--- config.mk ---
export PLATFORM = sky130hd
export DESIGN_NAME = scrolling_text_marquee_top
export DESIGN_NICKNAME = d
export VERILOG_FILES = /design/src/hw/rtl/marq_pkg.sv /design/src/hw/rtl/marq_fifo.sv /design/src/hw/rtl/marq_front.sv /design/src/hw/rtl/marq_back.sv /design/src/hw/rtl/scrolling_text_marquee_top.sv
export VERILOG_INCLUDE_DIRS = /design/src /design/src/hw/rtl
export SDC_FILE = /design/constraint.sdc
export NUM_CORES = 1
export LEC_CHECK = 0
export ABC_AREA = 0
export BUFFER_PORTS_ARGS = -buffer_cell sky130_fd_sc_hd__buf_2
export CAP_MARGIN = 30
export CORE_MARGIN = 4
export CORE_UTILIZATION = 40
export DETAILED_ROUTE_END_ITERATION = 12
export PLACE_DENSITY = 0.59
export SETUP_SLACK_MARGIN = 0.02
export SLEW_MARGIN = 25
export SYNTH_ARGS = -nofsm -noshare
export SYNTH_HDL_FRONTEND = slang
export SYNTH_SLANG_ARGS = --single-unit
--- constraint.sdc ---
create_clock -name clk -period 7.2 [get_ports clk]
set_clock_uncertainty 0.1 [all_clocks]
set_input_delay 0.72 -clock clk [delete_from_list [all_inputs] [get_ports clk]]
set_output_delay 0.72 -clock clk [all_outputs]
set_load 0.05 [all_outputs]
--- src/hw/rtl/scrolling_text_marquee_top_assert.svh ---
// Assertion macros for the scrolling text marquee block.
// Used by the front and back modules; expects signals clk and arst_n in scope.
`ifndef SCROLLING_TEXT_MARQUEE_TOP_ASSERT_SVH
`define SCROLLING_TEXT_MARQUEE_TOP_ASSERT_SVH

`ifndef SYNTH
// Property checked at every clock edge outside reset.
`define STM_ASSERT(lbl, prop, msg) \
	lbl: assert property (@(posedge clk) disable iff (!arst_n) (prop)) \
		else $error(msg);
// Consequent checked in the cycle after the antecedent holds.
`define STM_ASSERT_NEXT(lbl, ante, cons, msg) \
	lbl: assert property (@(posedge clk) disable iff (!arst_n) (ante) |=> (cons)) \
		else $error(msg);
`else
`define STM_ASSERT(lbl, prop, msg)
`define STM_ASSERT_NEXT(lbl, ante, cons, msg)
`endif

`endif

--- src/hw/rtl/marq_pkg.sv ---
// Shared constants, types and tables of the scrolling text marquee.
// Used by marq_front, marq_fifo, marq_back and the top level; no dependencies.
`default_nettype none

package marq_pkg;

	// Display geometry and message storage.
	localparam int Modules       = 4;
	localparam int MessageDepth  = 64;
	localparam int DisplayWidth  = Modules * 8;
	localparam int ColW          = 5;
	localparam int MsgAddrW      = $clog2(MessageDepth);
	localparam int LeadW         = $clog2(DisplayWidth + 1);
	localparam int LenW          = 7;
	localparam int PosW          = 10;
	localparam int ElapsedW      = 9;
	localparam int GlyphColW     = 3;
	localparam int CodeW         = 8;
	localparam int CharIdxW      = 6;
	localparam int InDataW       = 16;
	localparam int OutDataW      = 16;
	localparam int CfgIdxW       = 2;
	localparam int CfgDataW      = 7;
	localparam int QueueDepth    = 2;
	localparam int BlinkFitLen   = (DisplayWidth + 5) / 6;

	localparam logic [ElapsedW-1:0] ElapsedMax = '1;
	localparam logic [GlyphColW-1:0] GlyphGapCol = 3'd5;

	// Operation codes of an input transaction.
	localparam logic OP_TICK = 1'b0;
	localparam logic OP_LOAD = 1'b1;

	// Display modes; the unused code behaves as off.
	localparam logic [1:0] MODE_OFF    = 2'd0;
	localparam logic [1:0] MODE_SCROLL = 2'd1;
	localparam logic [1:0] MODE_BLINK  = 2'd2;

	// Configuration register indexes.
	localparam logic [CfgIdxW-1:0] REG_MODE   = 2'd0;
	localparam logic [CfgIdxW-1:0] REG_SPEED  = 2'd1;
	localparam logic [CfgIdxW-1:0] REG_LENGTH = 2'd2;

	// One frame to draw: blank lead-in columns, then text from the given
	// character and glyph column onward.
	typedef struct packed {
		logic [LeadW-1:0]     lead;
		logic [LenW-1:0]      char_pos;
		logic [GlyphColW-1:0] glyph_col;
		logic                 lit;
	} frame_cmd_t;

	// Message store write from the front.
	typedef struct packed {
		logic                en;
		logic [MsgAddrW-1:0] addr;
		logic [CodeW-1:0]    code;
	} msg_wr_t;

	// Back status seen by the front.
	typedef struct packed {
		logic busy;
	} back_status_t;

	// Step intervals in ms indexed by speed level.
	localparam logic [ElapsedW-1:0] ScrollInterval [16] = '{
		9'd128, 9'd118, 9'd108, 9'd99, 9'd89, 9'd80, 9'd70, 9'd60,
		9'd51, 9'd41, 9'd32, 9'd22, 9'd15, 9'd15, 9'd15, 9'd15
	};
	localparam logic [ElapsedW-1:0] BlinkInterval [16] = '{
		9'd320, 9'd296, 9'd272, 9'd248, 9'd224, 9'd200, 9'd176, 9'd152,
		9'd128, 9'd104, 9'd80, 9'd56, 9'd32, 9'd15, 9'd15, 9'd15
	};

	// 5x7 font for codes 32..95, glyph column 0 in the top byte.
	localparam logic [39:0] Font [64] = '{
		40'h0000000000, 40'h00005F0000, 40'h0007000700, 40'h147F147F14,
		40'h242A7F2A12, 40'h2313086462, 40'h3649552250, 40'h0005030000,
		40'h001C224100, 40'h0041221C00, 40'h14083E0814, 40'h08083E0808,
		40'h0050300000, 40'h0808080808, 40'h0060600000, 40'h2010080402,
		40'h3E5149453E, 40'h00427F4000, 40'h4261514946, 40'h2141454B31,
		40'h1814127F10, 40'h2745454539, 40'h3C4A494930, 40'h0171090503,
		40'h3649494936, 40'h064949291E, 40'h0036360000, 40'h0056360000,
		40'h0814224100, 40'h1414141414, 40'h0041221408, 40'h0201510906,
		40'h324979413E, 40'h7E1111117E, 40'h7F49494936, 40'h3E41414122,
		40'h7F4141221C, 40'h7F49494941, 40'h7F09090901, 40'h3E4149497A,
		40'h7F0808087F, 40'h00417F4100, 40'h2040413F01, 40'h7F08142241,
		40'h7F40404040, 40'h7F020C027F, 40'h7F0408107F, 40'h3E4141413E,
		40'h7F09090906, 40'h3E4151215E, 40'h7F09192946, 40'h4649494931,
		40'h01017F0101, 40'h3F4040403F, 40'h1F2040201F, 40'h3F4038403F,
		40'h6314081463, 40'h0708700807, 40'h6151494543, 40'h007F414100,
		40'h0204081020, 40'h0041417F00, 40'h0402010204, 40'h4040404040
	};

	// Display column bits of one glyph column; codes outside the font are blank.
	function automatic logic [7:0] render_column(logic [CodeW-1:0] code,
			logic [GlyphColW-1:0] gcol);
		logic [39:0] g;
		logic [7:0]  b;
		logic [7:0]  o;
		logic [5:0]  idx;
		o   = '0;
		b   = '0;
		idx = '0;
		g   = '0;
		if (code >= 8'd32 && code <= 8'd95) begin
			idx = 6'(code - 8'd32);
			g   = Font[idx];
			case (gcol)
				3'd0:    b = g[39:32];
				3'd1:    b = g[31:24];
				3'd2:    b = g[23:16];
				3'd3:    b = g[15:8];
				3'd4:    b = g[7:0];
				default: b = '0;
			endcase
			// Glyph row y lights display row 7-y.
			for (int y = 0; y < 7; y++) begin
				o[7-y] = b[y];
			end
		end
		return o;
	endfunction

endpackage

`default_nettype wire

--- src/hw/rtl/marq_fifo.sv ---
// Short frame command queue between the front and the back of the marquee.
// Depends on marq_pkg for the entry type and depth.
`default_nettype none

module marq_fifo (
	input  wire logic                clk,
	input  wire logic                arst_n,
	input  wire logic                push,
	input  wire marq_pkg::frame_cmd_t push_data,
	input  wire logic                pop,
	output      marq_pkg::frame_cmd_t pop_data,
	output      logic                full,
	output      logic                empty
);

	localparam int PtrW = $clog2(marq_pkg::QueueDepth);
	localparam int CntW = $clog2(marq_pkg::QueueDepth + 1);

	marq_pkg::frame_cmd_t entry_q [marq_pkg::QueueDepth];
	logic [PtrW-1:0] wr_ptr_q;
	logic [PtrW-1:0] rd_ptr_q;
	logic [CntW-1:0] count_q;
	logic            do_push;
	logic            do_pop;

	assign full     = (count_q == CntW'(marq_pkg::QueueDepth));
	assign empty    = (count_q == '0);
	assign do_push  = push && !full;
	assign do_pop   = pop && !empty;
	assign pop_data = entry_q[rd_ptr_q];

	// Pointer and fill count update.
	always_ff @(posedge clk or negedge arst_n) begin
		if (!arst_n) begin
			wr_ptr_q <= '0;
			rd_ptr_q <= '0;
			count_q  <= '0;
		end else begin
			if (do_push) begin
				wr_ptr_q <= (wr_ptr_q == PtrW'(marq_pkg::QueueDepth - 1)) ? '0 : wr_ptr_q + 1'b1;
			end
			if (do_pop) begin
				rd_ptr_q <= (rd_ptr_q == PtrW'(marq_pkg::QueueDepth - 1)) ? '0 : rd_ptr_q + 1'b1;
			end
			if (do_push && !do_pop) begin
				count_q <= count_q + 1'b1;
			end else if (do_pop && !do_push) begin
				count_q <= count_q - 1'b1;
			end
		end
	end

	// Entry storage.
	always_ff @(posedge clk) begin
		if (do_push) begin
			entry_q[wr_ptr_q] <= push_data;
		end
	end

endmodule

`default_nettype wire

--- src/hw/rtl/marq_front.sv ---
// Front of the marquee: configuration, tick timing, scroll and blink state.
// Accepts input transactions and queues frame commands; depends on marq_pkg.
`default_nettype none

module marq_front (
	input  wire logic                          clk,
	input  wire logic                          arst_n,
	input  wire logic                          s_tvalid,
	output      logic                          s_tready,
	input  wire logic [marq_pkg::InDataW-1:0]  s_tdata,
	input  wire logic                          s_tuser,
	input  wire logic                          cfg_wr_en,
	input  wire logic [marq_pkg::CfgIdxW-1:0]  cfg_index,
	input  wire logic [marq_pkg::CfgDataW-1:0] cfg_data,
	input  wire logic                          q_full,
	input  wire logic                          q_empty,
	input  wire marq_pkg::back_status_t        back_status,
	output      logic                          q_push,
	output      marq_pkg::frame_cmd_t          q_data,
	output      marq_pkg::msg_wr_t             msg_wr,
	output      logic [marq_pkg::LenW-1:0]     msg_length
);

`include "scrolling_text_marquee_top_assert.svh"

	logic [1:0]                       mode_q;
	logic [3:0]                       speed_q;
	logic [marq_pkg::LenW-1:0]        length_q;
	logic signed [marq_pkg::PosW-1:0] pos_q;
	logic [marq_pkg::LenW-1:0]        char_pos_q;
	logic [marq_pkg::GlyphColW-1:0]   glyph_col_q;
	logic [marq_pkg::ElapsedW-1:0]    elapsed_q;
	logic                             blink_q;

	logic                             accept;
	logic                             is_load;
	logic                             tick_acc;
	logic                             active;
	logic                             fire;
	logic [marq_pkg::ElapsedW-1:0]    interval;
	logic [marq_pkg::ElapsedW-1:0]    elapsed_inc;
	logic                             cfg_hit;
	logic [marq_pkg::LenW-1:0]        char_pos_n;
	logic [marq_pkg::GlyphColW-1:0]   glyph_col_n;
	logic                             wrap;
	logic [8:0]                       len_x3;
	logic [marq_pkg::LeadW-1:0]       blink_lead;

	// Loads wait until no queued or running frame still reads the store.
	assign is_load  = (s_tuser == marq_pkg::OP_LOAD);
	assign s_tready = is_load ? (q_empty && !back_status.busy) : !q_full;
	assign accept   = s_tvalid && s_tready;
	assign tick_acc = accept && !is_load;

	assign msg_wr.en   = accept && is_load;
	assign msg_wr.addr = s_tdata[marq_pkg::MsgAddrW-1:0];
	assign msg_wr.code = s_tdata[marq_pkg::CharIdxW +: marq_pkg::CodeW];
	assign msg_length  = length_q;

	// Interval lookup and tick counting.
	assign active   = (mode_q == marq_pkg::MODE_SCROLL) || (mode_q == marq_pkg::MODE_BLINK);
	assign interval = (mode_q == marq_pkg::MODE_BLINK) ? marq_pkg::BlinkInterval[speed_q]
	                                                   : marq_pkg::ScrollInterval[speed_q];
	assign elapsed_inc = (elapsed_q == marq_pkg::ElapsedMax) ? elapsed_q : elapsed_q + 1'b1;
	assign fire        = tick_acc && active && (elapsed_inc >= interval);

	// Scroll advance: once the text start is at or left of column 0, track
	// the first visible character and glyph column.
	always_comb begin
		if (glyph_col_q == marq_pkg::GlyphGapCol) begin
			glyph_col_n = '0;
			char_pos_n  = char_pos_q + 1'b1;
		end else begin
			glyph_col_n = glyph_col_q + 1'b1;
			char_pos_n  = char_pos_q;
		end
		wrap = (char_pos_n > length_q) || ((char_pos_n == length_q) && (glyph_col_n != '0));
	end

	// Blink placement: centered, or from column 0 when the text is too wide.
	assign len_x3 = 9'({length_q, 1'b0}) + 9'(length_q);
	assign blink_lead = (length_q >= marq_pkg::LenW'(marq_pkg::BlinkFitLen)) ? '0 :
		marq_pkg::LeadW'(marq_pkg::DisplayWidth / 2) - marq_pkg::LeadW'(len_x3);

	// Frame command for the back.
	always_comb begin
		q_push = fire;
		if (mode_q == marq_pkg::MODE_BLINK) begin
			q_data.lead      = blink_lead;
			q_data.char_pos  = '0;
			q_data.glyph_col = '0;
			q_data.lit       = !blink_q;
		end else begin
			q_data.lead      = (pos_q > 0) ? marq_pkg::LeadW'(pos_q) : '0;
			q_data.char_pos  = char_pos_q;
			q_data.glyph_col = glyph_col_q;
			q_data.lit       = 1'b1;
		end
	end

	assign cfg_hit = cfg_wr_en && (cfg_index == marq_pkg::REG_MODE ||
		cfg_index == marq_pkg::REG_SPEED || cfg_index == marq_pkg::REG_LENGTH);

	// Registers and animation state.
	always_ff @(posedge clk or negedge arst_n) begin
		if (!arst_n) begin
			mode_q      <= marq_pkg::MODE_OFF;
			speed_q     <= 4'd5;
			length_q    <= '0;
			pos_q       <= marq_pkg::PosW'(marq_pkg::DisplayWidth);
			char_pos_q  <= '0;
			glyph_col_q <= '0;
			elapsed_q   <= marq_pkg::ElapsedMax;
			blink_q     <= 1'b0;
		end else if (cfg_hit) begin
			unique case (cfg_index)
				marq_pkg::REG_MODE:   mode_q  <= cfg_data[1:0];
				marq_pkg::REG_SPEED:  speed_q <= cfg_data[3:0];
				marq_pkg::REG_LENGTH: begin
					length_q <= (cfg_data > marq_pkg::LenW'(marq_pkg::MessageDepth)) ?
						marq_pkg::LenW'(marq_pkg::MessageDepth) : cfg_data;
				end
				default: ;
			endcase
			pos_q       <= marq_pkg::PosW'(marq_pkg::DisplayWidth);
			char_pos_q  <= '0;
			glyph_col_q <= '0;
			elapsed_q   <= marq_pkg::ElapsedMax;
			blink_q     <= 1'b0;
		end else if (tick_acc && active) begin
			elapsed_q <= fire ? '0 : elapsed_inc;
			if (fire && mode_q == marq_pkg::MODE_BLINK) begin
				blink_q <= !blink_q;
			end else if (fire) begin
				if (pos_q > 0) begin
					pos_q <= pos_q - 1'b1;
				end else if (wrap) begin
					pos_q       <= marq_pkg::PosW'(marq_pkg::DisplayWidth);
					char_pos_q  <= '0;
					glyph_col_q <= '0;
				end else begin
					pos_q       <= pos_q - 1'b1;
					char_pos_q  <= char_pos_n;
					glyph_col_q <= glyph_col_n;
				end
			end
		end
	end

	// A load never overlaps a frame that still reads the message store.
	`STM_ASSERT(a_load_when_idle, msg_wr.en |-> (q_empty && !back_status.busy), "load during frame")
	// A fired frame always finds room in the queue.
	`STM_ASSERT(a_fire_has_room, q_push |-> !q_full, "frame command lost")

endmodule

`default_nettype wire

--- src/hw/rtl/marq_back.sv ---
// Back of the marquee: message store, column sequencer, output register; uses marq_pkg.
// Draws one queued frame at a time, one column per cycle unless the output stalls.
`default_nettype none

module marq_back (
	input  wire logic                           clk,
	input  wire logic                           arst_n,
	input  wire logic                           q_empty,
	input  wire marq_pkg::frame_cmd_t           q_data,
	output      logic                           q_pop,
	input  wire marq_pkg::msg_wr_t              msg_wr,
	input  wire logic [marq_pkg::LenW-1:0]      msg_length,
	output      marq_pkg::back_status_t         status,
	output      logic                           m_tvalid,
	input  wire logic                           m_tready,
	output      logic [marq_pkg::OutDataW-1:0]  m_tdata,
	output      logic                           m_tlast
);

`include "scrolling_text_marquee_top_assert.svh"

	localparam logic [marq_pkg::ColW-1:0] LastCol = marq_pkg::ColW'(marq_pkg::DisplayWidth - 1);

	logic [marq_pkg::CodeW-1:0] msg_mem [marq_pkg::MessageDepth];

	// Sequencer state.
	logic                           busy_q;
	logic [marq_pkg::ColW-1:0]      col_q;
	logic [marq_pkg::LeadW-1:0]     lead_q;
	logic [marq_pkg::LenW-1:0]      char_pos_q;
	logic [marq_pkg::GlyphColW-1:0] glyph_col_q;
	logic                           lit_q;

	// Read stage.
	logic                           valid_s1;
	logic [marq_pkg::ColW-1:0]      col_s1;
	logic                           show_s1;
	logic [marq_pkg::GlyphColW-1:0] glyph_col_s1;
	logic                           last_s1;
	logic [marq_pkg::CodeW-1:0]     code_s1;

	// Output register.
	logic                           m_tvalid_q;
	logic [marq_pkg::ColW-1:0]      col_q_out;
	logic [7:0]                     bits_q;
	logic                           last_q;

	logic                           adv;
	logic                           issue;
	logic                           in_text;
	logic                           show;

	assign adv     = !m_tvalid_q || m_tready;
	assign issue   = busy_q && adv;
	assign q_pop   = !busy_q && !q_empty;
	assign in_text = (char_pos_q < msg_length);
	assign show    = lit_q && (lead_q == '0) && in_text && (glyph_col_q != marq_pkg::GlyphGapCol);
	assign status.busy = busy_q;

	// Column sequencer: lead-in blanks, then glyph columns with a gap column.
	always_ff @(posedge clk or negedge arst_n) begin
		if (!arst_n) begin
			busy_q      <= 1'b0;
			col_q       <= '0;
			lead_q      <= '0;
			char_pos_q  <= '0;
			glyph_col_q <= '0;
			lit_q       <= 1'b0;
		end else if (q_pop) begin
			busy_q      <= 1'b1;
			col_q       <= '0;
			lead_q      <= q_data.lead;
			char_pos_q  <= q_data.char_pos;
			glyph_col_q <= q_data.glyph_col;
			lit_q       <= q_data.lit;
		end else if (issue) begin
			col_q <= col_q + 1'b1;
			if (col_q == LastCol) begin
				busy_q <= 1'b0;
			end
			if (lead_q != '0) begin
				lead_q <= lead_q - 1'b1;
			end else if (in_text) begin
				if (glyph_col_q == marq_pkg::GlyphGapCol) begin
					glyph_col_q <= '0;
					char_pos_q  <= char_pos_q + 1'b1;
				end else begin
					glyph_col_q <= glyph_col_q + 1'b1;
				end
			end
		end
	end

	// Message store write port.
	always_ff @(posedge clk) begin
		if (msg_wr.en) begin
			msg_mem[msg_wr.addr] <= msg_wr.code;
		end
	end

	// Message store read port, registered into the read stage.
	always_ff @(posedge clk) begin
		if (adv) begin
			code_s1      <= msg_mem[char_pos_q[marq_pkg::MsgAddrW-1:0]];
			col_s1       <= col_q;
			show_s1      <= show;
			glyph_col_s1 <= glyph_col_q;
			last_s1      <= (col_q == LastCol);
		end
	end

	always_ff @(posedge clk or negedge arst_n) begin
		if (!arst_n) begin
			valid_s1 <= 1'b0;
		end else if (adv) begin
			valid_s1 <= issue;
		end
	end

	// Output register: font lookup of the read character.
	always_ff @(posedge clk or negedge arst_n) begin
		if (!arst_n) begin
			m_tvalid_q <= 1'b0;
		end else if (adv) begin
			m_tvalid_q <= valid_s1;
		end
	end

	always_ff @(posedge clk) begin
		if (adv) begin
			col_q_out <= col_s1;
			bits_q    <= show_s1 ? marq_pkg::render_column(code_s1, glyph_col_s1) : 8'd0;
			last_q    <= last_s1;
		end
	end

	assign m_tvalid = m_tvalid_q;
	assign m_tdata  = {3'b000, bits_q, col_q_out};
	assign m_tlast  = last_q;

	// A frame starts at column 0 right after its command leaves the queue.
	`STM_ASSERT_NEXT(a_pop_starts, q_pop, (busy_q && col_q == '0), "frame start lost")
	// The sequencer stops after issuing the last column.
	`STM_ASSERT_NEXT(a_last_stops, (issue && col_q == LastCol), !busy_q, "frame overrun")
	// A read-stage column always reaches the output register.
	`STM_ASSERT_NEXT(a_s1_to_out, (valid_s1 && adv), m_tvalid_q, "column dropped")

endmodule

`default_nettype wire

--- src/hw/rtl/scrolling_text_marquee_top.sv ---
// Scrolling text marquee for a row of 8x8 LED modules with a 5x7 font.
// Input channel (s_*): one transaction is a millisecond tick or a message
//   character load; tuser selects which, tdata carries the load's fields.
// Output channel (m_*): one transaction per display column, left to right,
//   32 per frame, tlast on the final column.
// Configuration: plain write port for mode, speed and message length; a write
//   to any of these restarts the animation, and the next tick then makes a frame.
// A firing tick's frame command passes through the frame queue, the column
//   sequencer, the read stage and the output register; a frame then streams
//   one column per cycle while the receiver is ready.
// Ticks are taken every cycle while the two-entry frame queue has room; a
//   load waits until no queued or running frame still reads the store.
// Reset: mode off, speed 5, length 0, the text starts right of the display.
// When the receiver stalls, the column pipeline holds; frames then wait in
//   the queue and ticks stall once it is full.
`default_nettype none

module scrolling_text_marquee_top (
	input  wire logic                          clk,
	input  wire logic                          arst_n,
	// Slave input stream.
	input  wire logic                          s_tvalid,
	output      logic                          s_tready,
	input  wire logic [marq_pkg::InDataW-1:0]  s_tdata,   // char_index[5:0], char_code[13:6]
	input  wire logic                          s_tuser,   // operation
	// Master output stream.
	output      logic                          m_tvalid,
	input  wire logic                          m_tready,
	output      logic [marq_pkg::OutDataW-1:0] m_tdata,   // column_index[4:0], column_bits[12:5]
	output      logic                          m_tlast,   // last_column
	// Configuration write port.
	input  wire logic                          cfg_wr_en,
	input  wire logic [marq_pkg::CfgIdxW-1:0]  cfg_index,
	input  wire logic [marq_pkg::CfgDataW-1:0] cfg_data
);

	logic                      q_push;
	logic                      q_pop;
	logic                      q_full;
	logic                      q_empty;
	marq_pkg::frame_cmd_t      q_wr_data;
	marq_pkg::frame_cmd_t      q_rd_data;
	marq_pkg::msg_wr_t         msg_wr;
	marq_pkg::back_status_t    back_status;
	logic [marq_pkg::LenW-1:0] msg_length;

	// Front: configuration, tick timing and frame commands.
	marq_front u_front (
		.clk         (clk),
		.arst_n      (arst_n),
		.s_tvalid    (s_tvalid),
		.s_tready    (s_tready),
		.s_tdata     (s_tdata),
		.s_tuser     (s_tuser),
		.cfg_wr_en   (cfg_wr_en),
		.cfg_index   (cfg_index),
		.cfg_data    (cfg_data),
		.q_full      (q_full),
		.q_empty     (q_empty),
		.back_status (back_status),
		.q_push      (q_push),
		.q_data      (q_wr_data),
		.msg_wr      (msg_wr),
		.msg_length  (msg_length)
	);

	// Frame command queue.
	marq_fifo u_fifo (
		.clk       (clk),
		.arst_n    (arst_n),
		.push      (q_push),
		.push_data (q_wr_data),
		.pop       (q_pop),
		.pop_data  (q_rd_data),
		.full      (q_full),
		.empty     (q_empty)
	);

	// Back: message store and column rendering.
	marq_back u_back (
		.clk        (clk),
		.arst_n     (arst_n),
		.q_empty    (q_empty),
		.q_data     (q_rd_data),
		.q_pop      (q_pop),
		.msg_wr     (msg_wr),
		.msg_length (msg_length),
		.status     (back_status),
		.m_tvalid   (m_tvalid),
		.m_tready   (m_tready),
		.m_tdata    (m_tdata),
		.m_tlast    (m_tlast)
	);

endmodule

`default_nettype wire
==> results.json <==
{
  "antenna_cells": 0,
  "clkTransAtPathRegs_ns": 0.06,
  "cts-root-buf": "clkbuf_16",
  "final_cells": 3005,
  "num_rows": 99,
  "crit_buf_inv": 0,
  "crit_path_max_fanout": 17,
  "period_needed_ns": 4.52,
  "fin_util_pct": 45.5,
  "io_pins": 50,
  "maxCapViolations": 0,
  "cts_resized": 0,
  "cp_cell_sequence": "ha_1 -> nand3_1 -> nor3_1 -> nand2_1 -> mux2_2 -> ha_1 -> nand2_1 -> o21ai_0 -> a41oi_1 -> a21oi_1 -> and2_1",
  "hold_violations": 0,
  "dieHeight_um": 281,
  "layout_common_cells": "edfxtp_1 (577), mux4_2 (159), nor2_1 (138)",
  "rsz0062_at_grt": "no",
  "htreeDepth": 3,
  "antenna_found_initial": 2,
  "async_flop_share_pct": 11.1,
  "drt_first_pass_iters": 5,
  "relSlewSlack_pct": 41.1,
  "globalplace.congestion": 0.914,
  "clock_latency_ns": 0.62,
  "final_common_cell": "edfxtp_1",
  "ir_worst_vdd_mv": 0.219,
  "cts_sinks": 649,
  "drt_iter0_drc": 1852,
  "synth_area_per_cell_um2": 15.1,
  "cts_buffers": 70,
  "cp_data_arrival_time_ns": 4.65,
  "power.leakage_nw": 11.3,
  "synth_top_area_share_pct": 58.1,
  "tritoncts": "built",
  "end_kind": "flip-flop",
  "cpMaxStageDelayCell": "and2_1",
  "drive_above_1_share_pct": 18.4,
  "ant_nets": 0,
  "overflow": 0,
  "wl_per_cell_um": 24.0,
  "start_kind": "flip-flop",
  "outcome": "completed",
  "path_class": "reg2reg",
  "post-place-cells": 2874,
  "synth_cell_types": 76,
  "timing.final.crit_share_pct": 62.8,
  "ctsHoldBuffers": 0,
  "post-cts-setup-buffers": 0,
  "place_ws_ns": 2.64,
  "wl_mm": 72.1,
  "start_util_pct": 40.6,
  "syn2layout_area_growth_pct": 12.0,
  "required_ns": 7.33,
  "seq_area_frac_synth_pct": 64.2,
  "layout.nets": 2094,
  "first_global_vias": 17519,
  "cpPeakStageDelay_ns": 0.73,
  "grtUsageTotal_pct": 18.4,
  "synth-edff-count": 577,
  "tightest_slew_ns": 0.880,
  "clk_path_buf_depth": 3,
  "dieWidth_um": 281,
  "drc_errors": 0,
  "post-dp-hpwl_mm": 45.2,
  "maxSlewViolCount": 0,
  "fmax_ghz": 0.221,
  "synth_area_um2": 29800,
  "synth.area.top_cells": "edfxtp_1 (58%), mux4_2 (12%), dfrtp_1 (5.0%)",
  "yosysWarnings": 0,
  "worst_slack_ns": 2.68,
  "synth-main-ff-cell": "edfxtp_1",
  "dieArea_um2": 79000,
  "grt_pass1_wl_mm": 110,
  "ys_ff_latch": 649,
  "hold_path.class": "in2async",
  "io_buffer_count": 43,
  "grt_max_degree": 78,
  "coreArea_um2": 73500,
  "yosysTopAreaCell": "edfxtp_1",
  "syn-instance-count": 1971,
  "setup_viol": 0,
  "via_per_inst": 5.83,
  "cp_top_family": "simple AND/OR/NAND/NOR gates",
  "worst_hold_slack_ns": 0.0416,
  "timing.setup.tns_ns": 0,
  "p_per_area_nw_per_um2": 354,
  "vias": 17526
}
## synth_stat cells (8+ instances only)
| cell | instances |
|---|---|
| a21o_1 | 10 |
| nand3b_1 | 13 |
| mux2i_1 | 18 |
| nor2b_1 | 47 |
| and2_1 | 9 |
| a22oi_1 | 18 |
| a211oi_1 | 26 |
| or3_1 | 16 |
| o211ai_1 | 25 |
| nand2_1 | 124 |
| o31ai_1 | 8 |
| nand3_1 | 33 |
| dfstp_2 | 12 |
| inv_1 | 37 |
| buf_1 | 14 |
| clkbuf_1 | 81 |
| nand4_1 | 12 |
| mux4_2 | 159 |
| xnor2_1 | 11 |
| o21ai_0 | 89 |
| nand2b_1 | 30 |
| a21oi_1 | 83 |
| xor2_1 | 14 |
| mux2_2 | 15 |
| o22ai_1 | 8 |
| ha_1 | 74 |
| a31oi_1 | 25 |
| nor3_1 | 21 |
| buf_2 | 19 |
| dfrtp_1 | 60 |
| nor2_1 | 138 |
| edfxtp_1 | 577 |
| buf_4 | 9 |
| and3_1 | 8 |
## metal layers
| metal | track usage [%] | vias up | part of all wire, % |
|---|---|---|---|
| li1 | - | 7839 | - |
| met1 | 25.7 | 8949 | 43 |
| met2 | 29.4 | 604 | 48 |
| met3 | 3.63 | 134 | 6.5 |
| met4 | 5.47 | 0 | 2.9 |
| met5 | 0 | - | 0 |
## final timing paths
kind	startpoint	endpoint	slack, ns	cells after the start
min reg2reg	u_back.last_s1	u_back.m_tlast	0.32	0
min in group clk	cfg_data[4]	u_front.msg_length[4]	0.25	3
max	u_front.elapsed_q[0]	u_fifo.entry_q[1][6]	2.68	11
max in group asynchronous	arst_n	u_back.char_pos_q[0]	6.40	1
min	arst_n	u_front.msg_length[4]	0.04	1
max reg2reg	u_front.elapsed_q[0]	u_fifo.entry_q[1][6]	2.68	11
## sequential cells by signal (all words and copies together) (netlist names), 2 cells and up
register             count
u_fifo.count_q           2
u_back.glyph_col_q       3
u_front.glyph_col_q      3
u_back.glyph_col_s1      3
u_back.lead_q            6
u_fifo.entry_q          34
u_back.col_q             5
u_back.col_q_out         5
u_front.pos_q           10
u_front.speed_q          4
u_front.msg_length       7
u_back.bits_q            7
u_back.code_s1           8
u_front.mode_q           2
u_back.char_pos_q        7
u_back.col_s1            5
u_front.char_pos_q       7
u_back.msg_mem         512
u_front.elapsed_q        9
## layout make-up
type                    instances  area [µm²]
inverters                      39         146
multi-input cells            1158        9980
flip-flops and latches        649       19200
repair buffers                 71         567
fillers                      6465       40000
clock inverters                40         513
well taps                     959        1200
clock buffers                  89        1850
## metrics by stage
stage | area, µm² | power (W)
finish | 33400 | 0.0118
detailed placement | 31000 | 0.00819
floorplan | 29800 | 0.00711
CTS | 33400 | 0.0119
global route | 33400 | 0.0124
global placement | 30900 | 0.00813
## cell families after synthesis
group,Yosys count,share of synthesized area (%)
DFF,649,64.2
buffers and inverters,167,2.42
and+or+nand+nor,482,7.94
adders and majority gates,74,3.10
xor gates and xnor gates,25,0.734
AOI/OAI and AO/OA,381,8.45
muxes,192,13.2
other,1,0.0126
## report_power, final
| part | internal, W | switching, W |
|---|---|---|
| combinational | 0.00141 | 0.00223 |
| sequential | 0.00430 | 0.000241 |
| clock | 0.00215 | 0.00150 |
| total | 0.00786 | 0.00397 |
Note: power is estimated with default switching activity, not from simulation.
